File: src/rtl/srp_pkg.sv
// Package for the shelf rectangle placer: widths, codes and reset values.
`default_nettype none
package srp_pkg;

   localparam int COORD_BITS = 16;
   localparam int PAD_BITS   = 8;
   localparam int SUM_BITS   = COORD_BITS + 2;
   localparam int CSR_BITS   = 16;
   localparam int CSR_IDX_BITS = 2;

   typedef logic [COORD_BITS-1:0] coord_type;
   typedef logic [PAD_BITS-1:0]   pad_type;
   typedef logic [SUM_BITS-1:0]   sum_type;

   typedef enum logic [1:0] {
      STATUS_PLACED    = 2'd0,
      STATUS_ZERO_SIZE = 2'd1,
      STATUS_TOO_LARGE = 2'd2
   } status_type;

   typedef enum logic [CSR_IDX_BITS-1:0] {
      CSR_PAGE_WIDTH  = 2'd0,
      CSR_PAGE_HEIGHT = 2'd1,
      CSR_PAD         = 2'd2
   } csr_index_type;

   localparam coord_type PAGE_WIDTH_RESET  = coord_type'(2048);
   localparam coord_type PAGE_HEIGHT_RESET = coord_type'(2048);
   localparam pad_type   PAD_RESET         = '0;
   localparam coord_type PAGE_COUNT_MAX    = '1;

endpackage
`default_nettype wire

File: src/rtl/srp_ifs.sv
// Request and response channel interfaces of the shelf rectangle placer.
`default_nettype none
interface srp_req_if;
   import srp_pkg::*;

   logic      valid;
   logic      ready;
   coord_type rect_width;
   coord_type rect_height;

   modport source (output valid, output rect_width, output rect_height, input ready);
   modport sink   (input valid, input rect_width, input rect_height, output ready);
endinterface

interface srp_rsp_if;
   import srp_pkg::*;

   logic       valid;
   logic       ready;
   status_type status;
   coord_type  place_x;
   coord_type  place_y;
   coord_type  page_index;
   coord_type  used_w;
   coord_type  used_h;

   modport source (output valid, output status, output place_x, output place_y,
                   output page_index, output used_w, output used_h, input ready);
   modport sink   (input valid, input status, input place_x, input place_y,
                   input page_index, input used_w, input used_h, output ready);
endinterface
`default_nettype wire

File: src/rtl/shelf_rect_placer.sv
// Shelf next-fit rectangle placer: places one rectangle per request into padded pages.
//
// Usage: a request on req_chan carries one rectangle (rect_width x rect_height).
// Every request yields exactly one response on rsp_chan, in order: a status
// (placed, zero size, too large), the top-left position, the page index and the
// used extents of the current page. Requests that are not placed leave the
// packing state untouched.
// An accepted request sits in the request register and is placed when it moves into
// the response register, which drives rsp_chan.valid and the response fields.
// Throughput is one request per cycle while the receiver takes responses; the only loop is the cursor and shelf
// state, which is read and updated in that single placement step.
// When the receiver stalls, the response register holds and the request
// register fills; req_chan.ready then falls until the response is taken.
// The user must write page size and padding via the csr_ port only while no request
// is in flight; the block does not enforce it. Reset (synchronous, active high)
// restores the default page size of 2048 x 2048, zero padding and an empty page
// set; the first placement opens page 0. The page index saturates at its maximum.
`default_nettype none
module shelf_rect_placer (
   input  wire logic                          clock,
   input  wire logic                          reset,
   srp_req_if.sink                            req_chan,
   srp_rsp_if.source                          rsp_chan,
   input  wire logic                          csr_we,
   input  wire logic [srp_pkg::CSR_IDX_BITS-1:0] csr_index,
   input  wire logic [srp_pkg::CSR_BITS-1:0]     csr_wdata
);
   import srp_pkg::*;

   // configuration
   coord_type page_width_ff;
   coord_type page_height_ff;
   pad_type   pad_ff;

   // packing state
   coord_type pen_x_ff, pen_x_in;
   coord_type pen_y_ff, pen_y_in;
   coord_type shelf_h_ff, shelf_h_in;
   coord_type extent_w_ff, extent_w_in;
   coord_type extent_h_ff, extent_h_in;
   coord_type page_count_ff, page_count_in;
   logic      page_open_ff;

   // request register
   logic      in_valid_ff;
   coord_type in_w_ff;
   coord_type in_h_ff;

   // response register
   logic       out_valid_ff;
   status_type out_status_ff, out_status_in;
   coord_type  out_x_ff, out_x_in;
   coord_type  out_y_ff, out_y_in;
   coord_type  out_page_ff;
   coord_type  out_used_w_ff;
   coord_type  out_used_h_ff;

   logic advance;
   logic place;

   // placement datapath
   sum_type w_s, h_s, p_s, pw_s, ph_s;
   sum_type cur_x, cur_y, shelf_s, cx, cy, end_x, end_y;
   logic    wrap, new_page;

   assign advance        = in_valid_ff && (!out_valid_ff || rsp_chan.ready);
   assign req_chan.ready = !in_valid_ff || advance;

   always_ff @(posedge clock) begin
      if (reset) begin
         page_width_ff  <= PAGE_WIDTH_RESET;
         page_height_ff <= PAGE_HEIGHT_RESET;
         pad_ff         <= PAD_RESET;
      end else if (csr_we) begin
         unique case (csr_index)
            CSR_PAGE_WIDTH:  page_width_ff  <= coord_type'(csr_wdata);
            CSR_PAGE_HEIGHT: page_height_ff <= coord_type'(csr_wdata);
            CSR_PAD:         pad_ff         <= csr_wdata[PAD_BITS-1:0];
            default: ;
         endcase
      end
   end

   always_ff @(posedge clock) begin
      if (reset) begin
         in_valid_ff <= 1'b0;
      end else if (req_chan.ready) begin
         in_valid_ff <= req_chan.valid;
      end
   end

   always_ff @(posedge clock) begin
      if (req_chan.ready && req_chan.valid) begin
         in_w_ff <= req_chan.rect_width;
         in_h_ff <= req_chan.rect_height;
      end
   end

   always_comb begin
      w_s     = sum_type'(in_w_ff);
      h_s     = sum_type'(in_h_ff);
      p_s     = sum_type'(pad_ff);
      pw_s    = sum_type'(page_width_ff);
      ph_s    = sum_type'(page_height_ff);
      // no page yet: behave as a freshly opened page
      cur_x   = page_open_ff ? sum_type'(pen_x_ff) : p_s;
      cur_y   = page_open_ff ? sum_type'(pen_y_ff) : p_s;
      shelf_s = page_open_ff ? sum_type'(shelf_h_ff) : '0;

      out_status_in = STATUS_PLACED;
      if (in_w_ff == '0 || in_h_ff == '0) begin
         out_status_in = STATUS_ZERO_SIZE;
      end else if (w_s + (p_s << 1) > pw_s || h_s + (p_s << 1) > ph_s) begin
         out_status_in = STATUS_TOO_LARGE;
      end
      place = (out_status_in == STATUS_PLACED);

      wrap     = cur_x + w_s + p_s > pw_s;
      cx       = wrap ? p_s : cur_x;
      cy       = wrap ? cur_y + shelf_s + p_s : cur_y;
      shelf_s  = wrap ? '0 : shelf_s;
      new_page = cy + h_s + p_s > ph_s;

      page_count_in = page_open_ff ? page_count_ff : '0;
      extent_w_in   = page_open_ff ? extent_w_ff : '0;
      extent_h_in   = page_open_ff ? extent_h_ff : '0;
      if (new_page) begin
         if (page_open_ff && page_count_ff != PAGE_COUNT_MAX) begin
            page_count_in = page_count_ff + 1'b1;
         end
         cx          = p_s;
         cy          = p_s;
         shelf_s     = '0;
         extent_w_in = '0;
         extent_h_in = '0;
      end

      end_x = cx + w_s + p_s;
      end_y = cy + h_s + p_s;
      pen_x_in   = end_x[COORD_BITS-1:0];
      pen_y_in   = cy[COORD_BITS-1:0];
      shelf_h_in = (h_s > shelf_s) ? in_h_ff : shelf_s[COORD_BITS-1:0];
      if (end_x > sum_type'(extent_w_in)) extent_w_in = end_x[COORD_BITS-1:0];
      if (end_y > sum_type'(extent_h_in)) extent_h_in = end_y[COORD_BITS-1:0];

      out_x_in = place ? cx[COORD_BITS-1:0] : '0;
      out_y_in = place ? cy[COORD_BITS-1:0] : '0;
   end

   always_ff @(posedge clock) begin
      if (reset) begin
         pen_x_ff      <= '0;
         pen_y_ff      <= '0;
         shelf_h_ff    <= '0;
         extent_w_ff   <= '0;
         extent_h_ff   <= '0;
         page_count_ff <= '0;
         page_open_ff  <= 1'b0;
      end else if (advance && place) begin
         pen_x_ff      <= pen_x_in;
         pen_y_ff      <= pen_y_in;
         shelf_h_ff    <= shelf_h_in;
         extent_w_ff   <= extent_w_in;
         extent_h_ff   <= extent_h_in;
         page_count_ff <= page_count_in;
         page_open_ff  <= 1'b1;
      end
   end

   always_ff @(posedge clock) begin
      if (reset) begin
         out_valid_ff <= 1'b0;
      end else if (advance) begin
         out_valid_ff <= 1'b1;
      end else if (rsp_chan.ready) begin
         out_valid_ff <= 1'b0;
      end
   end

   // unplaced requests report the current page (all zero before the first page)
   always_ff @(posedge clock) begin
      if (advance) begin
         out_status_ff <= out_status_in;
         out_x_ff      <= out_x_in;
         out_y_ff      <= out_y_in;
         out_page_ff   <= place ? page_count_in : page_count_ff;
         out_used_w_ff <= place ? extent_w_in : extent_w_ff;
         out_used_h_ff <= place ? extent_h_in : extent_h_ff;
      end
   end

   assign rsp_chan.valid      = out_valid_ff;
   assign rsp_chan.status     = out_status_ff;
   assign rsp_chan.place_x    = out_x_ff;
   assign rsp_chan.place_y    = out_y_ff;
   assign rsp_chan.page_index = out_page_ff;
   assign rsp_chan.used_w     = out_used_w_ff;
   assign rsp_chan.used_h     = out_used_h_ff;

   // once a page is open it stays open
   a_page_stays_open: assert property (@(posedge clock) disable iff (reset)
      page_open_ff |=> page_open_ff)
      else $error("page closed after opening");

   // the page index moves by at most one per cycle
   a_page_step: assert property (@(posedge clock) disable iff (reset)
      !$past(reset) |->
         (page_count_ff == $past(page_count_ff) ||
          page_count_ff == $past(page_count_ff) + 1'b1))
      else $error("page index jumped");

   // a placed rectangle lies inside the reported used width and height
   a_placed_in_extent: assert property (@(posedge clock) disable iff (reset)
      out_valid_ff && out_status_ff == STATUS_PLACED |->
         out_used_w_ff > out_x_ff && out_used_h_ff > out_y_ff)
      else $error("placed rectangle outside used extent");

   // a held request is not dropped while the response side stalls
   a_hold_request: assert property (@(posedge clock) disable iff (reset)
      in_valid_ff && !advance |=> in_valid_ff && $stable(in_w_ff) && $stable(in_h_ff))
      else $error("stalled request lost");

   // no placement state change without a response being loaded
   a_state_with_response: assert property (@(posedge clock) disable iff (reset)
      !advance |=> $stable(pen_x_ff) && $stable(pen_y_ff) && $stable(page_count_ff))
      else $error("packing state changed without a request");

endmodule
`default_nettype wire
File: src/flat_wrapper.sv
// flat-port wrapper written by rule: the top's interface ports become plain ports
module shelf_rect_placer_flat import srp_pkg::*;
  (clock, reset, csr_we, csr_index, csr_wdata, req_chan_valid, req_chan_rect_width, req_chan_rect_height, req_chan_ready, rsp_chan_valid, rsp_chan_status, rsp_chan_place_x, rsp_chan_place_y, rsp_chan_page_index, rsp_chan_used_w, rsp_chan_used_h, rsp_chan_ready);
  srp_req_if req_chan_i ();
  srp_rsp_if rsp_chan_i ();
  input  wire logic clock;
  input  wire logic reset;
  input  wire logic csr_we;
  input  wire logic [srp_pkg::CSR_IDX_BITS-1:0] csr_index;
  input  wire logic [srp_pkg::CSR_BITS-1:0] csr_wdata;
  input wire logic [$bits(req_chan_i.valid)-1:0] req_chan_valid;
  input wire logic [$bits(req_chan_i.rect_width)-1:0] req_chan_rect_width;
  input wire logic [$bits(req_chan_i.rect_height)-1:0] req_chan_rect_height;
  output wire logic [$bits(req_chan_i.ready)-1:0] req_chan_ready;
  output wire logic [$bits(rsp_chan_i.valid)-1:0] rsp_chan_valid;
  output wire logic [$bits(rsp_chan_i.status)-1:0] rsp_chan_status;
  output wire logic [$bits(rsp_chan_i.place_x)-1:0] rsp_chan_place_x;
  output wire logic [$bits(rsp_chan_i.place_y)-1:0] rsp_chan_place_y;
  output wire logic [$bits(rsp_chan_i.page_index)-1:0] rsp_chan_page_index;
  output wire logic [$bits(rsp_chan_i.used_w)-1:0] rsp_chan_used_w;
  output wire logic [$bits(rsp_chan_i.used_h)-1:0] rsp_chan_used_h;
  input wire logic [$bits(rsp_chan_i.ready)-1:0] rsp_chan_ready;
  assign req_chan_i.valid = req_chan_valid;
  assign req_chan_i.rect_width = req_chan_rect_width;
  assign req_chan_i.rect_height = req_chan_rect_height;
  assign req_chan_ready = req_chan_i.ready;
  assign rsp_chan_valid = rsp_chan_i.valid;
  assign rsp_chan_status = rsp_chan_i.status;
  assign rsp_chan_place_x = rsp_chan_i.place_x;
  assign rsp_chan_place_y = rsp_chan_i.place_y;
  assign rsp_chan_page_index = rsp_chan_i.page_index;
  assign rsp_chan_used_w = rsp_chan_i.used_w;
  assign rsp_chan_used_h = rsp_chan_i.used_h;
  assign rsp_chan_i.ready = rsp_chan_ready;
  shelf_rect_placer u_core (.clock(clock), .reset(reset), .req_chan(req_chan_i), .rsp_chan(rsp_chan_i), .csr_we(csr_we), .csr_index(csr_index), .csr_wdata(csr_wdata));
endmodule
File: config.mk
export PLATFORM = sky130hd
export DESIGN_NAME = shelf_rect_placer_flat
export DESIGN_NICKNAME = d
export VERILOG_FILES = /design/src/rtl/srp_pkg.sv /design/src/rtl/srp_ifs.sv /design/src/rtl/shelf_rect_placer.sv /design/src/flat_wrapper.sv
export SDC_FILE = /design/constraint.sdc
export NUM_CORES = 1
export LEC_CHECK = 0
export BUFFER_PORTS_ARGS = -buffer_cell sky130_fd_sc_hd__buf_4
export CAP_MARGIN = 20
export CORE_MARGIN = 4
export CORE_UTILIZATION = 23
export CTS_CLUSTER_DIAMETER = 30
export CTS_CLUSTER_SIZE = 20
export DETAILED_ROUTE_END_ITERATION = 10
export PLACE_DENSITY = 0.38
export SLEW_MARGIN = 5
export SYNTH_ARGS = -nofsm -noshare
export SYNTH_HDL_FRONTEND = slang
export SYNTH_SLANG_ARGS = --single-unit
File: constraint.sdc
create_clock -name clock -period 26.9 [get_ports clock]
set_input_delay 4.035 -clock clock [delete_from_list [all_inputs] [get_ports clock]]
set_output_delay 4.035 -clock clock [all_outputs]
set_load 0.01 [all_outputs]
### Word level (Yosys, flattened, before mapping)

Index checks and enable logic that the tools add are counted.

* muxes and demuxes: 26
* $add $sub $neg: 13
* reductions and logical operators: 18
* equal/unequal tests: 3
* $lt $le $gt $ge: 7

Operators with widths (count)
* 16-bit two-way mux: 16
* 18-bit by 16-bit greater-than comparator with 1-bit output: 6
* 18-bit two-way mux: 6
* 18-bit by 8-bit adder with 18-bit output: 5
* 18-bit by 16-bit adder with 18-bit output: 4
* 16-bit by 9-bit adder with 17-bit output: 2
* 16-bit zero test: 2
* 18-bit adder: 1
* 16-bit by 18-bit greater-than comparator with 1-bit output: 1
* 16-bit by 1-bit adder with 16-bit output, second input constant: 1
* 16-bit != test, second input constant: 1
* 2-bit AND reduction: 3
* 1-bit logical AND: 4
* 2-bit zero test: 2
* 1-bit logical OR: 4
* 2-bit two-way mux: 2
* 2-bit by 1-bit equality test with 1-bit output, second input constant: 1
* 2-bit equality test, second input constant: 1
* 1-bit zero test: 2
* 1-bit two-way mux: 2
* 2-bit nonzero test: 1

* input port bits: 55
* word-level logic and storage cells: 87
* register bits: 253

### Longest topological paths before layout

Gate-level depths: netlist of run 1.

* depth after elaboration: 14
* mapped depth: 72
* mapped depth without buffers: 66

### Least setup slack after synthesis of run 1

OpenSTA, ideal clock, no wires.

* kind: reg2reg
* start: register u_core.page_open_ff
* end: register u_core.extent_w_ff[10]
* period minus slack after synthesis: 13.600 ns
* setup time: 0.128 ns
* cell stages (with the launch flop): 65
* arrival: 13.473 ns
* path slack: 13.300 ns
* cell sequence: dfxtp_1 clkbuf_1 clkbuf_1 nand2_1 nand2_1 fa_1 ha_1 inv_1 fa_1 nor2b_1 o31a_1 o21a_1 a21oi_1 inv_1 a21o_1 a21oi_1 xnor2_1 ha_1 (+29 left out) nand2b_1 a21oi_1 o21ai_0 nand2b_1 xor2_1 ha_1 a21o_1 a21o_1 a21o_1 a21o_1 a221o_1 a221o_1 a21o_1 and2_1 buf_1 clkbuf_1 a22oi_1 nor2_1

* longest elaborated chain between the ends: 13
* elaborated cells on any way between the ends: 20
* classes of those cells: add/sub: 8; order compare: 3; mux: 9

RTL lines
* start: declaration: line shelf_rect_placer.sv:42 `logic page_open_ff;`
* start signal: assignment: line shelf_rect_placer.sv:158 `page_open_ff <= 1'b0;`
* start signal: assignment: line shelf_rect_placer.sv:166 `page_open_ff <= 1'b1;`
* 16-bit two-way mux: line shelf_rect_placer.sv:106 `cur_x = page_open_ff ? sum_type'(pen_x_ff) : p_s;`
* 18-bit by 16-bit adder with 18-bit output: line shelf_rect_placer.sv:118 `wrap = cur_x + w_s + p_s > pw_s;`
* 18-bit by 8-bit adder with 18-bit output: line shelf_rect_placer.sv:118
* 18-bit by 16-bit greater-than comparator with 1-bit output: line shelf_rect_placer.sv:118
* 18-bit two-way mux: line shelf_rect_placer.sv:120 `cy = wrap ? cur_y + shelf_s + p_s : cur_y;`
* 18-bit by 16-bit adder with 18-bit output: line shelf_rect_placer.sv:122 `new_page = cy + h_s + p_s > ph_s;`
* 18-bit by 8-bit adder with 18-bit output: line shelf_rect_placer.sv:122
* 18-bit by 16-bit greater-than comparator with 1-bit output: line shelf_rect_placer.sv:122
* 18-bit two-way mux (*): line shelf_rect_placer.sv:127 `if (new_page) begin`
* 18-bit by 16-bit adder with 18-bit output (*): line shelf_rect_placer.sv:138 `end_x = cx + w_s + p_s;`
* 18-bit by 8-bit adder with 18-bit output (*): line shelf_rect_placer.sv:138
* net u_core.end_x[11]: line shelf_rect_placer.sv:63 `sum_type cur_x, cur_y, shelf_s, cx, cy, end_x, end_y;`
* 18-bit by 16-bit greater-than comparator with 1-bit output (*): line shelf_rect_placer.sv:143 `if (end_x > sum_type'(extent_w_in)) extent_w_in = end_x[COORD_BITS-1:0];`
* 16-bit two-way mux (*): line shelf_rect_placer.sv:143
* end signal: assignment: line shelf_rect_placer.sv:163 `extent_w_ff <= extent_w_in;`
* end: declaration: line shelf_rect_placer.sv:39 `coord_type extent_w_ff, extent_w_in;`

Mark *: on every way through the listed nets, which the timed path passes. The rest lies on a longest branch.
A chain may end at the register's enable or synchronous reset.

### Final worst setup path of run 1

* start: register u_core.page_open_ff
* end: register u_core.extent_w_ff[11]

* longest elaborated chain between the ends: 13
* elaborated cells on any way between the ends: 20
* classes of those cells: add/sub: 8; order compare: 3; mux: 9

RTL lines (line)
* 16-bit two-way mux: shelf_rect_placer.sv:106
* 18-bit by 16-bit adder with 18-bit output: shelf_rect_placer.sv:118
* 18-bit by 8-bit adder with 18-bit output: shelf_rect_placer.sv:118
* 18-bit by 16-bit greater-than comparator with 1-bit output: shelf_rect_placer.sv:118
* 18-bit two-way mux: shelf_rect_placer.sv:120
* 18-bit by 16-bit adder with 18-bit output: shelf_rect_placer.sv:122
* 18-bit by 8-bit adder with 18-bit output: shelf_rect_placer.sv:122
* 18-bit by 16-bit greater-than comparator with 1-bit output: shelf_rect_placer.sv:122
* 18-bit two-way mux (*): shelf_rect_placer.sv:127
* 18-bit by 16-bit adder with 18-bit output (*): shelf_rect_placer.sv:138
* 18-bit by 8-bit adder with 18-bit output (*): shelf_rect_placer.sv:138
* net u_core.end_x[11]: shelf_rect_placer.sv:63
* 18-bit by 16-bit greater-than comparator with 1-bit output: shelf_rect_placer.sv:143
* 16-bit two-way mux (*): shelf_rect_placer.sv:143

Marks and branches as above.

==> impl_metrics.env, run 1 <==
export IMPL_postCtsSetupRepairBufs=0
export IMPL_power_mw=1.65
export IMPL_sequentialPowerShare_pct=26.2
export IMPL_cts_buffers_inserted=82
export IMPL_worstMarginPinSlew_ps=1040
export IMPL_rsz0062_at_grt="no"
export IMPL_avgRoutedWirePerCell_um=19.5
export IMPL_gr_total_overflow=0
export IMPL_cts_hold_buffers=0
export IMPL_relSlewSlack_pct=30.3
export IMPL_p_leak_nw=10.3
export IMPL_synth_cell_type_count=81
export IMPL_clkTransAtPathRegs_ps=40
export IMPL_netlist_instances=2096
export IMPL_h_tree_depth=3
export IMPL_gp_congestion=0.842
export IMPL_ys_ff_latch=253
export IMPL_fmax_mhz=63.2
export IMPL_ant_nets=0
export IMPL_finalCriticalPeriod_ps=15810
export IMPL_utilization_pct=29.3
export IMPL_n_antenna_cell=0
export IMPL_num_rows=105
export IMPL_setup_tns_ps=0
export IMPL_root_buffer="clkbuf_16"
export IMPL_syn2layout_area_growth_pct=26.4
export IMPL_die_area_um2=87500
export IMPL_clkPwrFrac_pct=57.0
export IMPL_clkLatencyLatePin_ps=630
export IMPL_yosysWarnings=0
export IMPL_remaining_drc_errors=0
export IMPL_critical_path_max_stage_delay_ps=810
export IMPL_dp_hpwl_um=49900
export IMPL_hold_violations=0
export IMPL_drtPass1Iterations=5
export IMPL_core_area_um2=82100
export IMPL_ys_seq_area_share_pct=32.6
export IMPL_clock_sinks=253
export IMPL_syn_cell_area_um2=19100
export IMPL_final_common_cell="ha_1"
export IMPL_period_share_pct=58.8
export IMPL_drive_gt1_share_pct=13.9
export IMPL_final_cell_mix="ha_1, nand2_1, nor2_1, buf_4, inv_1"
export IMPL_cp_common_cell="a21o_1"
export IMPL_powerDensity_nw_per_um2=68.6
export IMPL_nFillCells=8547
export IMPL_pwr_share_comb_pct=16.8
export IMPL_cp_start_kind="flop"
export IMPL_vias=16000
export IMPL_crit_type="reg2reg"
export IMPL_wl_um=66300
export IMPL_io_buffers=138
export IMPL_fin_skew_ps=48.9
export IMPL_grt_pass1_wl_um=101000
export IMPL_grt_max_degree=83
export IMPL_grt_pass1_vias=16700
export IMPL_vdd_drop_max_mv=0.0385
export IMPL_synth_nets=2444
export IMPL_io_pins=139
export IMPL_crit_path_end_kind="flop"
export IMPL_p_sw_uw=470
export IMPL_avgSynthCellArea_um2=9.09
export IMPL_setup_viol=0
export IMPL_final_nets=2616
export IMPL_arrival_ps=16360
export IMPL_grt_antenna_before_repair=1
export IMPL_switching_share_pct=28.5
export IMPL_p_int_mw=1.18
export IMPL_die_w_um=296
export IMPL_hold_path_class="reg2reg"
export IMPL_async_reset_ff_share_pct=0
export IMPL_synth_edf_count=114
export IMPL_die_h_um=296
export IMPL_drt_initial_drc_count=828
export IMPL_tritoncts="yes"
export IMPL_start_util_pct=23.2
export IMPL_postCtsResizedCells=0
export IMPL_cp_slowest_cell="o41ai_4"
export IMPL_status="completed"
export IMPL_vias_per_cell=4.71
export IMPL_cp_max_fo=60
export IMPL_slew_viol_final=0
export IMPL_track_usage_pct=15.0
export IMPL_synth_ff_type="dfxtp_1"
export IMPL_required_ps=27450
export IMPL_maxCapViolCount=0
export IMPL_clock_path_buffers=3
-- final timing paths --
check | from | end | cells past startpoint | slack, ps
hold / removal | u_core.page_height_ff[3]$_SDFFE_PP0P_ | u_core.page_height_ff[3]$_SDFFE_PP0P_ | 2 | 450
setup reg to reg | u_core.page_open_ff$_SDFFE_PP0P_ | u_core.extent_w_ff[11]$_SDFFE_PP0P_ | 63 | 11090
hold reg to reg | u_core.page_height_ff[3]$_SDFFE_PP0P_ | u_core.page_height_ff[3]$_SDFFE_PP0P_ | 2 | 450
setup / recovery | u_core.page_open_ff$_SDFFE_PP0P_ | u_core.extent_w_ff[11]$_SDFFE_PP0P_ | 63 | 11090
-- registers in the layout, summed over array words and instances, names as in the netlist --
name and cells:
u_core.extent_h_ff 16, u_core.extent_w_ff 16, u_core.in_h_ff 16, u_core.in_valid_ff 1
u_core.in_w_ff 16, u_core.pad_ff 8, u_core.page_count_ff 16, u_core.page_height_ff 16
u_core.page_open_ff 1, u_core.page_width_ff 16, u_core.pen_x_ff 16, u_core.pen_y_ff 16
u_core.rsp_chan.page_index 16, u_core.rsp_chan.place_x 16, u_core.rsp_chan.place_y 16, u_core.rsp_chan.status 2
u_core.rsp_chan.used_h 16, u_core.rsp_chan.used_w 16, u_core.rsp_chan.valid 1, u_core.shelf_h_ff 16
-- metal layers --
layer	GRT usage [%]	share of wire (%)
met5	0	0
met4	4.86	2.3
met3	2.34	3.5
met2	26.8	50
met1	18.6	44
-- logic make-up after synthesis --
logic type | Yosys count | synth area share [%]
DFF | 253 | 32.6
adders and majority gates | 293 | 21.1
muxes | 48 | 2.56
buffers and inverters | 218 | 4.58
AOI/OAI and AO/OA | 500 | 17.4
and+or+nand+nor | 700 | 17.9
xor gates and xnor gates | 84 | 3.86
-- cells in the mapped netlist, drive strengths merged (20+ instances only) --
cell type | number | area (um^2)
a21o | 47 | 353
a21oi | 140 | 708
a22o | 66 | 578
and2 | 56 | 350
and3 | 34 | 218
buf | 20 | 129
clkbuf | 54 | 203
dfxtp | 139 | 2780
edfxtp | 114 | 3420
fa | 47 | 941
ha | 246 | 3080
inv | 144 | 541
mux2i | 45 | 450
nand2 | 223 | 837
nand2b | 27 | 169
nand3 | 44 | 220
nand4 | 29 | 181
nor2 | 173 | 652
nor3 | 31 | 190
nor4 | 21 | 153
o21a | 26 | 195
o21ai | 95 | 490
xnor2 | 58 | 508
xor2 | 26 | 228
-- metrics by stage --
step,hold WS [ps],instance area (um^2),instances,worst slack [ps]
4_1_cts,453,24100,3404,11120
3_5_place_dp,448,21300,3254,11190
6_report,452,24100,3404,11090
3_3_place_gp,448,21300,3253,11450
2_1_floorplan,436,19100,2096,13300
5_1_grt,475,24100,3404,10020
-- power by group through the flow --
| stage | logic, mW | clock network, mW | registers (mW) |
|---|---|---|---|
| after floorplan | 0.188 | 0 | 0.437 |
| after global placement | 0.279 | 0 | 0.440 |
| after detailed placement | 0.280 | 0 | 0.440 |
| after CTS | 0.282 | 0.965 | 0.434 |
| after global routing | 0.315 | 0.988 | 0.435 |
| final | 0.277 | 0.941 | 0.433 |
-- area by class of cell --
type                    count  area, um^2  area share, %
clock inverters            38         450           1.87
clock buffers             112        2310           9.59
repair buffers            162        1220           5.07
well taps                1070        1340           5.56
multi-input cells        1625       12000           49.9
inverters                 144         542           2.25
flip-flops and latches    253        6210           25.8
-- worst max-delay path, delay by kind of cell, from the launching register on --
family	cells	cell delay (ps)
DFF	1	310
and+or+nand+nor	14	3120
buffers and inverters	8	1380
AOI/OAI and AO/OA	25	5750
xor gates and xnor gates	3	620
adders and majority gates	12	4010
muxes	1	480
No activity file was read; power rests on OpenSTA's default activity.
==> inputs of run 2 (changes only) <==
- ABC_AREA: default -> 1
- PLACE_DENSITY: 0.38 -> 0.37
- clock period: 26.9 -> 15.55 ns (I/O delays scaled with it)
==> run 2 against run 1 <==
Effect of this change: final area up 6.4%; sequential power up 76%; final cell count up 19%; critical path type unchanged; critical endpoint is now u_core.rsp_chan.used_h[6]$_DFFE_PP_; largest cell class unchanged.
==> impl_metrics.env, run 2 <==
export IMPL_netlist_instances=2670
export IMPL_gp_congestion=0.884
export IMPL_yosysTopAreaCell="edfxtp_1"
export IMPL_slew_viol_final=0
export IMPL_nFillCells=9463
export IMPL_r2r_start="u_core.page_open_ff$_SDFFE_PP0P_"
export IMPL_period_share_pct=90.7
export IMPL_cp_common_cell="nand2_1"
export IMPL_finalCriticalPeriod_ps=14100
export IMPL_avgRoutedWirePerCell_um=17.4
export IMPL_hold_violations=0
export IMPL_maxCapViolCount=0
export IMPL_h_tree_depth=3
export IMPL_num_rows=109
export IMPL_powerDensity_nw_per_um2=122
export IMPL_status="completed"
export IMPL_root_buffer="clkbuf_16"
export IMPL_crit_type="reg2reg"
export IMPL_yosysWarnings=0
export IMPL_synth_edf_count=114
export IMPL_vias_per_cell=4.54
export IMPL_avgSynthCellArea_um2=7.65
export IMPL_cp_start_kind="flop"
export IMPL_rrSetupSlack_ps=1450
export IMPL_setup_viol=0
export IMPL_grt_max_degree=95
export IMPL_grt_pass1_wl_um=109000
export IMPL_die_h_um=306
export IMPL_startpoint="u_core.page_open_ff$_SDFFE_PP0P_"
export IMPL_drtPass1Iterations=6
export IMPL_dp_hpwl_um=53500
export IMPL_io_buffers=138
export IMPL_synth_ff_type="dfxtp_1"
export IMPL_ant_nets=0
export IMPL_io_pins=139
export IMPL_wl_um=70800
export IMPL_critical_path_max_stage_delay_ps=600
export IMPL_die_area_um2=93700
export IMPL_crit_path_end_kind="flop"
export IMPL_async_reset_ff_share_pct=0
export IMPL_cp_max_fo=48
export IMPL_p_leak_nw=12.1
export IMPL_final_cell_area_um2=25600
export IMPL_worstMarginPinSlew_ps=1050
export IMPL_synth_cell_type_count=58
export IMPL_remaining_drc_errors=0
export IMPL_clkTransAtPathRegs_ps=40
export IMPL_tritoncts="yes"
export IMPL_fin_skew_ps=48.5
export IMPL_placed_area_um2=22600
export IMPL_power_mw=3.13
export IMPL_synth_nets=3018
export IMPL_vdd_drop_max_mv=0.0951
export IMPL_arrival_ps=14390
export IMPL_syn2layout_area_growth_pct=25.4
export IMPL_drive_gt1_share_pct=12.8
export IMPL_clock_sinks=253
export IMPL_synth_most_common_cell="nand2_1"
export IMPL_min_from="u_core.pen_y_ff[8]$_SDFFE_PP0P_"
export IMPL_final_nets=3173
export IMPL_n_antenna_cell=0
export IMPL_final_common_cell="nand2_1"
export IMPL_cts_buffers_inserted=81
export IMPL_core_area_um2=88200
export IMPL_rsz0062_at_grt="no"
export IMPL_clkLatencyLatePin_ps=640
export IMPL_required_ps=15840
export IMPL_cts_hold_buffers=0
export IMPL_clock_path_buffers=3
export IMPL_setup_tns_ps=0
export IMPL_gr_total_overflow=0
export IMPL_synth_top_area_share_pct=16.8
export IMPL_grt_pass1_vias=18700
export IMPL_syn_cell_area_um2=20400
export IMPL_synth_common_cells="nand2_1, inv_1, a21oi_1"
export IMPL_start_util_pct=23.2
export IMPL_fmax_mhz=70.9
export IMPL_synth_area_leaders="edfxtp_1, ha_1, dfxtp_1"
export IMPL_final_cell_mix="nand2_1, inv_1, a21oi_1, ha_1, buf_4"
export IMPL_drt_initial_drc_count=956
export IMPL_ys_seq_area_share_pct=30.4
export IMPL_hold_path_class="reg2reg"
export IMPL_grt_antenna_before_repair=2
export IMPL_vias=18400
export IMPL_track_usage_pct=14.9
export IMPL_relSlewSlack_pct=29.8
export IMPL_cp_slowest_cell="fa_1"
export IMPL_die_w_um=306
export IMPL_ys_ff_latch=253
[run 2: cell types whose count changed after synthesis, sizes merged, moves of 35 or more]
cell / before / now
inv: 144 / 410
xnor2: 58 / 23
nand2: 223 / 577
a21o: 47 / 7
mux2i: 45 / 0
nand3: 44 / 125
a22o: 66 / 0
a21oi: 140 / 263
o21ai: 95 / 236
and2: 56 / 0
xor2: 26 / 77
nor2: 173 / 117
[run 2: per-layer routing]
metal  part of all wire (%)  wire length [um]  GRT usage (%)
met5                      0                 0              0
met4                    2.5              1770           4.75
met3                    5.1              3580           2.52
met2                     44             31300           23.8
met1                     48             34200           20.5
[run 2: logic make-up after synthesis]
group	after synthesis	share of synthesized area [%]
compound gates	594	16.0
xor+xnor	100	4.32
fa+ha+maj	293	19.7
buf+inv	509	9.99
flops	253	30.4
simple gates	921	19.6
[run 2: power breakdown]
group	leakage, nW	switching (mW)	internal (mW)	total [mW]
clock	1.37	0.533	1.17	1.71
combinational	8.48	0.425	0.233	0.658
sequential	2.24	0.0302	0.733	0.763
[run 2: critical path, delay by kind of cell (launching register included)]
| family | cells | cell delay, ps |
|---|---|---|
| AOI/OAI and AO/OA | 21 | 3950 |
| and+or+nand+nor | 20 | 2680 |
| adders and majority gates | 12 | 4120 |
| buffers and inverters | 13 | 1880 |
| DFF | 1 | 460 |
| xor gates and xnor gates | 3 | 650 |
[run 2: path summary, 6_finish.rpt]
| kind | cells past startpoint | end |
|---|---|---|
| setup / recovery | 69 | u_core.rsp_chan.used_h[6]$_DFFE_PP_ |
| hold / removal | 2 | u_core.pen_y_ff[8]$_SDFFE_PP0P_ |
| setup reg to reg | 69 | u_core.rsp_chan.used_h[6]$_DFFE_PP_ |
| hold reg to reg | 2 | u_core.pen_y_ff[8]$_SDFFE_PP0P_ |
[run 2: layout make-up]
class	count	area, um^2	area share, %
multi-input cells	1908	12200	47.6
flip-flops and latches	253	6210	24.2
inverters	412	1560	6.09
repair inverters	1	5.00	0.0195
clock buffers	101	2220	8.67
well taps	1165	1460	5.69
clock inverters	50	687	2.68
repair buffers	168	1280	4.99
[run 2: timing repair]
item | 4_1_cts | 5_1_grt
endpoints found under the setup margin | 0 | 64
setup buffers | 0 | 9
resized for setup | 0 | 5
[run 2: per-stage QoR]
step                hold WS [ps]  std cells  util [%]  setup slack, ps
global placement             455       3896      25.6              915
detailed placement           459       3896      25.6              655
global route                 489       4058      29.0             78.7
finish                       465       4058      29.0             1450
CTS                          465       4047      28.9              603
floorplan                    425       2670         -             3160
==> inputs of run 3 (changes only) <==
- CAP_MARGIN: 20 -> default
- RECOVER_POWER: default -> 25
==> run 3 against run 2 <==
Effect of this change: the flow now finishes with violations (capacitance limit, slew limit); clock power about the same; clock-buffer cell count unchanged; fmax about the same; clock skew up 4.1 ps; final cell count about the same; critical path type unchanged; largest power group unchanged; highest routed layer unchanged.
==> impl_metrics.env, run 3 (synthesis gave the netlist of run 2 again) <==
export IMPL_maxCapViolCount=5
export IMPL_final_nets=3172
export IMPL_remaining_drc_errors=0
export IMPL_vdd_drop_max_mv=0.0950
export IMPL_cts_hold_buffers=0
export IMPL_cts_buffers_inserted=81
export IMPL_syn2layout_area_growth_pct=25.1
export IMPL_clock_sinks=253
export IMPL_root_buffer="clkbuf_16"
export IMPL_cp_max_fo=48
export IMPL_rsz0062_at_grt="no"
export IMPL_tritoncts="yes"
export IMPL_finalCriticalPeriod_ps=14110
export IMPL_clkTransAtPathRegs_ps=40
export IMPL_die_h_um=306
export IMPL_period_share_pct=90.7
export IMPL_hold_end="u_core.pen_y_ff[8]$_SDFFE_PP0P_"
export IMPL_drtPass1Iterations=5
export IMPL_dp_hpwl_um=53500
export IMPL_arrival_ps=14390
export IMPL_fin_skew_ps=52.6
export IMPL_grt_pass1_vias=18700
export IMPL_die_w_um=306
export IMPL_ant_nets=0
export IMPL_crit_type="reg2reg"
export IMPL_num_rows=109
export IMPL_slew_viol_final=202
export IMPL_die_area_um2=93700
export IMPL_gr_total_overflow=0
export IMPL_nFillCells=9467
export IMPL_setup_viol=0
export IMPL_clock_path_buffers=3
export IMPL_reg2regPathDepth=69
export IMPL_r2r_end="u_core.rsp_chan.used_h[6]$_DFFE_PP_"
export IMPL_final_common_cell="nand2_1"
export IMPL_io_buffers=138
export IMPL_min_path_cells=2
export IMPL_critical_path_max_stage_delay_ps=600
export IMPL_h_tree_depth=3
export IMPL_gp_congestion=0.884
export IMPL_rrSetupSlack_ps=1440
export IMPL_crit_family="adder cells"
export IMPL_track_usage_pct=14.9
export IMPL_relSlewSlack_pct=-69.0
export IMPL_worstMarginPinSlew_ps=2530
export IMPL_final_cell_area_um2=25600
export IMPL_vias=18400
export IMPL_fin_cells=4057
export IMPL_crit_path_end_kind="flop"
export IMPL_grt_max_degree=95
export IMPL_cp_common_cell="nand2_1"
export IMPL_n_antenna_cell=0
export IMPL_multi_input_area_um2=12200
export IMPL_drt_initial_drc_count=995
export IMPL_wl_um=70800
export IMPL_io_pins=139
export IMPL_hold_violations=0
export IMPL_p_leak_nw=12.0
export IMPL_cp_start_kind="flop"
export IMPL_powerDensity_nw_per_um2=122
export IMPL_final_cell_mix="nand2_1, inv_1, a21oi_1, ha_1, o21ai_0"
export IMPL_grt_antenna_before_repair=2
export IMPL_vias_per_cell=4.53
export IMPL_path_buf_inv=13
export IMPL_cp_depth=69
export IMPL_min_from="u_core.pen_y_ff[8]$_SDFFE_PP0P_"
export IMPL_setup_tns_ps=0
export IMPL_r2r_start="u_core.page_open_ff$_SDFFE_PP0P_"
export IMPL_dp_cells=3896
export IMPL_core_area_um2=88200
export IMPL_grt_pass1_wl_um=109000
export IMPL_hold_ws_ps=466
export IMPL_register_area_um2=6210
export IMPL_start_util_pct=23.2
export IMPL_failed_checks="capacitance limit, slew limit"
export IMPL_fmax_mhz=70.9
export IMPL_drive_gt1_share_pct=12.5
export IMPL_cp_slowest_cell="fa_1"
export IMPL_avgRoutedWirePerCell_um=17.5
export IMPL_status="finished, violations left"
export IMPL_hold_path_class="reg2reg"
export IMPL_placed_area_um2=22600
export IMPL_clkLatencyLatePin_ps=640
export IMPL_required_ps=15830
[run 3: worst reg2reg max path, delay by kind of cell (launching register included)]
kind | cells | cell delay (ps)
AO/OA/AOI/OAI | 21 | 4000
XOR/XNOR | 3 | 650
adder cells (fa/ha/maj) | 12 | 4120
buffers and inverters | 13 | 1900
flip-flops | 1 | 460
AND/OR/NAND/NOR | 20 | 2700
[run 3: repair_timing]
action,4_1_cts,5_1_grt
setup buffers,0,9
setup endpoints to repair,0,64
gates resized for setup,0,5
[run 3: metrics by stage]
step	util (%)	power (mW)	setup slack (ps)
after detailed placement	25.6	1.43	655
after global routing	29.0	3.31	78.7
after global placement	25.6	1.43	915
final	29.0	3.13	1440
after floorplan	-	1.22	3160
after CTS	28.9	3.17	603
[run 3: final cells by class]
class	count	share of cell area (%)
clock inverters	50	2.69
multi-input cells	1908	47.7
inverters	412	6.09
repair buffers	167	4.81
clock buffers	101	8.69
flip-flops and latches	253	24.3
well taps	1165	5.70
repair inverters	1	0.0196
[run 3: power breakdown]
| part | internal [mW] | total, mW | switching [mW] |
|---|---|---|---|
| registers | 0.733 | 0.763 | 0.0303 |
| clock network | 1.17 | 1.71 | 0.534 |
| logic | 0.231 | 0.656 | 0.424 |
| total | 2.14 | 3.13 | 0.989 |
[run 3: how the worst max path moves through the flow]
stage	startpoint	endpoint	slack, ps
2_1_floorplan	u_core.page_open_ff$_SDFFE_PP0P_	u_core.rsp_chan.used_h[12]$_DFFE_PP_	3160
3_3_place_gp	u_core.page_open_ff$_SDFFE_PP0P_	u_core.rsp_chan.used_h[6]$_DFFE_PP_	920
5_1_grt	u_core.page_open_ff$_SDFFE_PP0P_	u_core.rsp_chan.used_h[6]$_DFFE_PP_	80
6_report	u_core.page_open_ff$_SDFFE_PP0P_	u_core.rsp_chan.used_h[6]$_DFFE_PP_	1440
4_1_cts	u_core.page_open_ff$_SDFFE_PP0P_	u_core.rsp_chan.used_w[9]$_DFFE_PP_	600
3_5_place_dp	u_core.page_open_ff$_SDFFE_PP0P_	u_core.rsp_chan.used_w[12]$_DFFE_PP_	660
[run 3: layer usage]
layer  global-route usage [%]  share of wire, %  up-vias
met5                        0                 0        -
met4                     4.75               2.4        0
met3                     2.52               5.0      105
met2                     23.8                44      437
met1                     20.5                48     8587
li1                         -                 -     9249
